==> config.mk <==
export PLATFORM = sky130hd
export DESIGN_NAME = wvs_ctrl
export DESIGN_NICKNAME = d
export VERILOG_FILES = /design/src/hdl/wvs_pkg.sv /design/src/hdl/wvs_ctrl.sv
export SDC_FILE = /design/constraint.sdc
export NUM_CORES = 1
export LEC_CHECK = 0
export BUFFER_PORTS_ARGS = -buffer_cell sky130_fd_sc_hd__buf_2
export CORE_AREA = 8 8 45 47
export DETAILED_ROUTE_END_ITERATION = 8
export DIE_AREA = 0 0 53 55
export GPL_TIMING_DRIVEN = 0
export PLACE_DENSITY = 0.69
export SETUP_SLACK_MARGIN = 0.15
export SLEW_MARGIN = 30
export SYNTH_ARGS = -nofsm -noshare
export SYNTH_HDL_FRONTEND = slang
export SYNTH_SLANG_ARGS = --single-unit
==> constraint.sdc <==
create_clock -name clk -period 3.2 [get_ports clk]
set_input_delay 0.64 -clock clk [delete_from_list [all_inputs] [get_ports clk]]
set_output_delay 0.64 -clock clk [all_outputs]
set_load 0.1 [all_outputs]
==> src/hdl/wvs_pkg.sv <==
// Shared types, codes and constants of the weighted voxel sampler.
package wvs_pkg;

	localparam int DEF_MAX_VOXELS  = 4096;
	localparam int DEF_WEIGHT_BITS = 32;

	localparam int ACT_W   = 2;
	localparam int COORD_W = 12;
	localparam int GRID_W  = 13;
	localparam int WIN_W   = 32;
	localparam int RAND_W  = 32;
	localparam int VOX_W   = 12;
	localparam int TOTAL_W = 44;
	localparam int STAT_W  = 2;
	localparam int CIDX_W  = 2;
	localparam int ESEL_W  = 2;

	localparam logic [TOTAL_W-1:0] TOTAL_MAX = '1;

	// actions
	localparam logic [ACT_W-1:0] ACT_CLEAR  = 2'd0;
	localparam logic [ACT_W-1:0] ACT_LOAD   = 2'd1;
	localparam logic [ACT_W-1:0] ACT_BUILD  = 2'd2;
	localparam logic [ACT_W-1:0] ACT_SAMPLE = 2'd3;

	// status codes
	localparam logic [STAT_W-1:0] ST_OK       = 2'd0;
	localparam logic [STAT_W-1:0] ST_NOTBUILT = 2'd1;
	localparam logic [STAT_W-1:0] ST_RANGE    = 2'd2;

	// register indexes
	localparam logic [CIDX_W-1:0] CFG_GRID_X = 2'd0;
	localparam logic [CIDX_W-1:0] CFG_GRID_Y = 2'd1;
	localparam logic [CIDX_W-1:0] CFG_GRID_Z = 2'd2;

	// result word selection
	localparam logic [ESEL_W-1:0] EM_PLAIN    = 2'd0;
	localparam logic [ESEL_W-1:0] EM_LOAD     = 2'd1;
	localparam logic [ESEL_W-1:0] EM_NOTBUILT = 2'd2;
	localparam logic [ESEL_W-1:0] EM_SAMPLE   = 2'd3;

	typedef struct packed {
		logic [ACT_W-1:0]   action;
		logic [COORD_W-1:0] voxel_x;
		logic [COORD_W-1:0] voxel_y;
		logic [COORD_W-1:0] voxel_z;
		logic [WIN_W-1:0]   weight;
		logic [RAND_W-1:0]  random_fraction;
	} item_t;

	typedef struct packed {
		logic [VOX_W-1:0]   chosen_voxel;
		logic [TOTAL_W-1:0] total_weight;
		logic [STAT_W-1:0]  status;
	} result_t;

	typedef struct packed {
		logic [GRID_W-1:0] grid_x;
		logic [GRID_W-1:0] grid_y;
		logic [GRID_W-1:0] grid_z;
	} grid_cfg_t;

	typedef struct packed {
		logic              cap;
		logic              cnt_zero;
		logic              clr_step;
		logic              unbuild;
		logic              n_mul1;
		logic              n_mul2;
		logic              bld_step;
		logic              bld_fin;
		logic              ld_mul1;
		logic              ld_mul2;
		logic              ld_wr;
		logic              smp_mul1;
		logic              smp_mul2;
		logic              srch_cmp;
		logic              emit;
		logic [ESEL_W-1:0] emit_sel;
	} ctl_cmd_t;

	typedef struct packed {
		logic clr_last;
		logic walk_done;
		logic smp_ok;
		logic srch_done;
	} ctl_sts_t;

endpackage

==> src/hdl/wvs_ctrl.sv <==
// Sequencing state machine of the weighted voxel sampler.
module wvs_ctrl import wvs_pkg::*; (
	input  logic             clk,
	input  logic             arst_n,
	input  logic             start,
	input  logic [ACT_W-1:0] action,
	input  ctl_sts_t         sts,
	output ctl_cmd_t         cmd,
	output logic             busy
);

	localparam int SW = 4;
	localparam logic [SW-1:0] S_INIT = 4'd0;
	localparam logic [SW-1:0] S_IDLE = 4'd1;
	localparam logic [SW-1:0] S_CLR  = 4'd2;
	localparam logic [SW-1:0] S_LD1  = 4'd3;
	localparam logic [SW-1:0] S_LD2  = 4'd4;
	localparam logic [SW-1:0] S_LD3  = 4'd5;
	localparam logic [SW-1:0] S_BN1  = 4'd6;
	localparam logic [SW-1:0] S_BN2  = 4'd7;
	localparam logic [SW-1:0] S_BRUN = 4'd8;
	localparam logic [SW-1:0] S_BDRN = 4'd9;
	localparam logic [SW-1:0] S_BFIN = 4'd10;
	localparam logic [SW-1:0] S_S0   = 4'd11;
	localparam logic [SW-1:0] S_S1   = 4'd12;
	localparam logic [SW-1:0] S_S2   = 4'd13;
	localparam logic [SW-1:0] S_SRD  = 4'd14;
	localparam logic [SW-1:0] S_SCMP = 4'd15;

	logic [SW-1:0] state_q, state_d;

	assign busy = (state_q != S_IDLE);

	always_comb begin
		cmd     = '0;
		state_d = state_q;
		unique case (state_q)
			S_INIT: begin
				cmd.clr_step = 1'b1;
				if (sts.clr_last) begin
					state_d = S_IDLE;
				end
			end
			S_IDLE: begin
				if (start) begin
					cmd.cap      = 1'b1;
					cmd.cnt_zero = 1'b1;
					unique case (action)
						ACT_CLEAR:  state_d = S_CLR;
						ACT_LOAD:   state_d = S_LD1;
						ACT_BUILD:  state_d = S_BN1;
						ACT_SAMPLE: state_d = S_S0;
						default:    state_d = S_IDLE;
					endcase
				end
			end
			S_CLR: begin
				cmd.clr_step = 1'b1;
				if (sts.clr_last) begin
					cmd.unbuild  = 1'b1;
					cmd.emit     = 1'b1;
					cmd.emit_sel = EM_PLAIN;
					state_d      = S_IDLE;
				end
			end
			S_LD1: begin
				cmd.ld_mul1 = 1'b1;
				state_d     = S_LD2;
			end
			S_LD2: begin
				cmd.ld_mul2 = 1'b1;
				state_d     = S_LD3;
			end
			S_LD3: begin
				cmd.ld_wr    = 1'b1;
				cmd.emit     = 1'b1;
				cmd.emit_sel = EM_LOAD;
				state_d      = S_IDLE;
			end
			S_BN1: begin
				cmd.n_mul1 = 1'b1;
				state_d    = S_BN2;
			end
			S_BN2: begin
				cmd.n_mul2 = 1'b1;
				state_d    = S_BRUN;
			end
			S_BRUN: begin
				if (sts.walk_done) begin
					state_d = S_BDRN;
				end else begin
					cmd.bld_step = 1'b1;
				end
			end
			S_BDRN: begin
				state_d = S_BFIN;
			end
			S_BFIN: begin
				cmd.bld_fin  = 1'b1;
				cmd.emit     = 1'b1;
				cmd.emit_sel = EM_PLAIN;
				state_d      = S_IDLE;
			end
			S_S0: begin
				if (sts.smp_ok) begin
					state_d = S_S1;
				end else begin
					cmd.emit     = 1'b1;
					cmd.emit_sel = EM_NOTBUILT;
					state_d      = S_IDLE;
				end
			end
			S_S1: begin
				cmd.smp_mul1 = 1'b1;
				state_d      = S_S2;
			end
			S_S2: begin
				cmd.smp_mul2 = 1'b1;
				state_d      = S_SRD;
			end
			S_SRD: begin
				if (sts.srch_done) begin
					cmd.emit     = 1'b1;
					cmd.emit_sel = EM_SAMPLE;
					state_d      = S_IDLE;
				end else begin
					state_d = S_SCMP;
				end
			end
			S_SCMP: begin
				cmd.srch_cmp = 1'b1;
				state_d      = S_SRD;
			end
			default: begin
				state_d = S_IDLE;
			end
		endcase
	end

	always_ff @(posedge clk or negedge arst_n) begin
		if (!arst_n) begin
			state_q <= S_INIT;
		end else begin
			state_q <= state_d;
		end
	end

endmodule

; Yosys cells after proc, flatten, opt, wreduce, memory -nomap -nowiden
; Index checks and enable logic that the tools add are counted.
[word_totals]
word_cells = 56
input_bits = 9
register_bits = 4
output_inout_bits = 18
[classes]
n_eq_ne = 22
mux = 27
reduce_logical = 6
[ops]
columns = op, n
row1 = 4-bit case mux with 13 select lines, 1
row2 = "4-bit == test, second input constant", 8
row3 = 4-bit 2-to-1 mux, 5
row4 = "4-bit by 3-bit == test with 1-bit output, second input constant", 4
row5 = 4-bit case mux with 4 select lines, 1
row6 = 3-bit case mux with 5 select lines, 1
row7 = 1-bit 2-to-1 mux, 14
row8 = 3-bit 2-to-1 mux, 3
row9 = "4-bit by 2-bit == test with 1-bit output, second input constant", 2
row10 = 2-bit OR reduction, 3
row11 = "2-bit == test, second input constant", 2
row12 = "4-bit by 1-bit == test with 1-bit output, second input constant", 1
row13 = 4-bit zero test, 1
row14 = 2-bit 2-to-1 mux, 2
row15 = "2-bit inequality test, second input constant", 2
row16 = "4-bit by 1-bit inequality test with 1-bit output, second input constant", 1
row17 = 3-bit AND reduction, 1
row18 = "2-bit by 1-bit == test with 1-bit output, second input constant", 1
row19 = 2-bit zero test, 1
row20 = "2-bit by 1-bit inequality test with 1-bit output, second input constant", 1

; Depth between registers and ports, before layout
[logic_depth]
depth_word = 4
mapped_depth = 6
ltp_nobuf = 4

; Least setup slack after synthesis
; Ideal clock, no wire load.
[synth_path]
path_kind = reg2out
start = register state_q[0]
end = output cmd[13] (netlist name)
arrival_ps = 3788
stages_incl_launch_ff = 3
t_required_ps = 2560
path_buffers = 0
path_slack_ps = -1228
cell_sequence = dfrtp_1 nand2b_1 nor4b_1
[synth_lines]
columns = element, line
row1 = from (decl), wvs_ctrl.sv:30  ; logic [SW-1:0] state_q, state_d;
row2 = from (signal assigned), wvs_ctrl.sv:144  ; state_q <= state_d;
row3 = to (decl), wvs_ctrl.sv:8  ; output ctl_cmd_t cmd,

==> out/summary.txt <==
Status: complete, no violations
Initial DRC Count: 8
Biggest registers after layout: state_q (4)
DIE HEIGHT: 55 µm
Setup Fix Bufs, Post-CTS: 0
Synth Cell Area: 500.5 µm²
Worst-path clk slew: 0.04 ns
# hold bufs at CTS: 0
Setup TNS: 0 ns
Crit end category: output pin
H-tree levels: 1
Top-area cell type share of the netlist area: 20.00%
Minimum clock period: 2.502 ns
# DRC: 0
Layout cell share with drive strength beyond 1: 43.00%
Max-slew violations: 0
Area Overhead vs Synth: 38.75%
Final Setup Violations: 0
Top cell type by total area after synthesis: dfrtp_1
FILL cells: 154
ANT nets after route: 0
Worst path max stage delay: 0.41 ns
CTS tree: built
Hpwl dp: 1269 µm
Max clock buf depth: 2
PortBufs: 26
Die width: 53 µm
Synthesized netlist cell count: 71
Worst Skew: 0.003831 ns
Vias post-DR: 611
Top cell family by delay on the critical path: buffers and inverters
Slew @ Worst Pin: 0.4962 ns
Critical-path top delay cell: buf_2
Largest net degree at the start of global routing: 11
Crit-path cells: buf_6 -> nand2b_4 -> or3_4 -> nor2_4 -> buf_4 -> buf_2
Starting density of the core: 36.17%
Main area contributors after synthesis: dfrtp_1, nor2_1, a21oi_1
I/O Pins: 27
Number of clock sinks: 4
Max reg flops: 4
GRT Total Usage: 12.04%
Synth Net Count: 80
Reg with most FFs: state_q
Skew-Pair Late Insertion Delay: 0.23 ns
Crit path buf inv count: 3
Unrepaired setup endpoints after global routing: no
Hold WC Path Type: input pin to async pin
Overflow left after global routing: 0
Drt first pass iters: 4
RePlAce Congestion: 0.8608
Initial antenna violation count: 0
Drt total wl: 1589 µm
# Max-Cap Violations: 0
First-pass GRT wire length: 2684 µm
Number of global-route vias before repair: 615
Post-synth cell types: 30
Syn_area_per_cell: 7.049 µm²
CORE AREA: 1384 µm²
Register area share after synthesis: 20.00%
WS Path Type: flop to output pin
Fin Hold WS: 0.2025 ns
Normalized max-slew margin: 67.15%
Rows: 14
Critical Path RT: 2.56 ns
Largest fanout on the critical path: 9
CP Launch Type: flop
Number of synthesis warnings: 0
Final hold vios: 0
Antenna cells: 0
Arrival time at the worst endpoint: 1.86 ns
Post-cts resize count: 0
Die ar.: 2915 µm²
Synth Register Bits: 4
Vias per inst: 5.267
Root buffer cell: clkbuf_4
TritonCTS Buffers: 3
Drt wl/cell: 13.70 µm
Tcrit/Tclk final: 78.19%
Nets: 111
F_max: 399.7 MHz
[area by class of cell]
| cell class | count | area, µm² | share of cell area [%] |
|---|---|---|---|
| well taps | 16 | 20.02 | 2.883 |
| plain buffers | 6 | 41.29 | 5.946 |
| repair buffers | 26 | 130.1 | 18.74 |
| multi-input cells | 57 | 365.4 | 52.61 |
| clock buffers | 3 | 22.52 | 3.243 |
| inverters | 4 | 15.01 | 2.162 |
| flip-flops and latches | 4 | 100.1 | 14.41 |
[layer usage]
metal  share of wire, %  track usage (%)  wire, µm
met5                  0                0         0
met4                  0            1.293         0
met3                8.2            5.348       130
met2                 52            22.07       819
met1                 40            12.80       639
[per-stage QoR]
| stage | area [µm²] | cells | util [%] | worst slack (ns) |
|---|---|---|---|---|
| 6_report | 694.4 | 116 | 50.18 | 0.6981 |
| 5_1_grt | 694.4 | 116 | 50.18 | 0.6146 |
| 4_1_cts | 694.4 | 116 | 50.18 | 0.6772 |
| 3_5_place_dp | 671.9 | 113 | 48.55 | 0.8259 |
| 3_3_place_gp | 671.9 | 113 | 48.55 | 0.8303 |
| 2_1_floorplan | 521.8 | 71 | - | -0.2399 |
[worst reg2reg max path, cell delays in order (launching register included)]
cell and delay (ns):
dfrtp_1 0.36, buf_6 0.14, nand2b_4 0.15, or3_4 0.38, o21ai_4 0.17, mux2i_1 0.21
[worst paths after layout]
kind	from	end	slack, ns	depth (start not counted)
worst max-delay path	state_q[1]$_DFFE_PN0P_	cmd[16]	0.70	6
worst min-delay path	arst_n	state_q[0]$_DFFE_PN0P_	0.20	1
worst max register to register	state_q[1]$_DFFE_PN0P_	state_q[1]$_DFFE_PN0P_	1.71	5
worst min register to register	state_q[1]$_DFFE_PN0P_	state_q[1]$_DFFE_PN0P_	0.71	3
max in group asynchronous	arst_n	state_q[2]$_DFFE_PN0P_	2.88	1
min in group clk	state_q[1]$_DFFE_PN0P_	state_q[1]$_DFFE_PN0P_	0.71	3
[cell usage after synthesis]
cell type	count
or3_4	1
o311ai_0	1
nand2b_1	5
nor4b_1	1
o21a_1	1
or4_1	1
mux2i_1	1
a21oi_1	7
inv_1	3
o21ai_4	1
a32o_1	1
or3b_1	1
nor2_1	15
buf_2	3
inv_2	1
nand2_1	4
nor3b_1	1
nor2b_1	2
a211o_1	1
o2bb2ai_1	1
nand2b_4	1
o21bai_1	1
buf_6	1
buf_4	2
nor3_1	5
and3_1	1
a221o_1	1
dfrtp_1	4
a22oi_1	1
o21ai_0	2
[cells by family after synthesis]
logic type	Yosys count	synth area share [%]
buffers and inverters	10	11.25
muxes	1	2.000
AOI/OAI and AO/OA	18	26.00
and+or+nand+nor	38	40.75
DFF	4	20.00
[cells in the final DEF (no fill, tap or decap), types with 2 or more instances in the layout]
| master | netlist | final |
|---|---|---|
| buf_2 | 3 | 29 |
| nor2_1 | 15 | 13 |
| a21oi_1 | 7 | 7 |
| nand2b_1 | 5 | 5 |
| nand2_1 | 4 | 4 |
| nor3_1 | 5 | 4 |
| dfrtp_1 | 4 | 4 |
| inv_1 | 3 | 3 |
| clkbuf_4 | 0 | 3 |
| buf_4 | 2 | 2 |
| nor2b_1 | 2 | 2 |
| o21ai_0 | 2 | 2 |
Power is not shown: default switching activity piles up to over one toggle a cycle in this logic, so the estimate is an artifact.
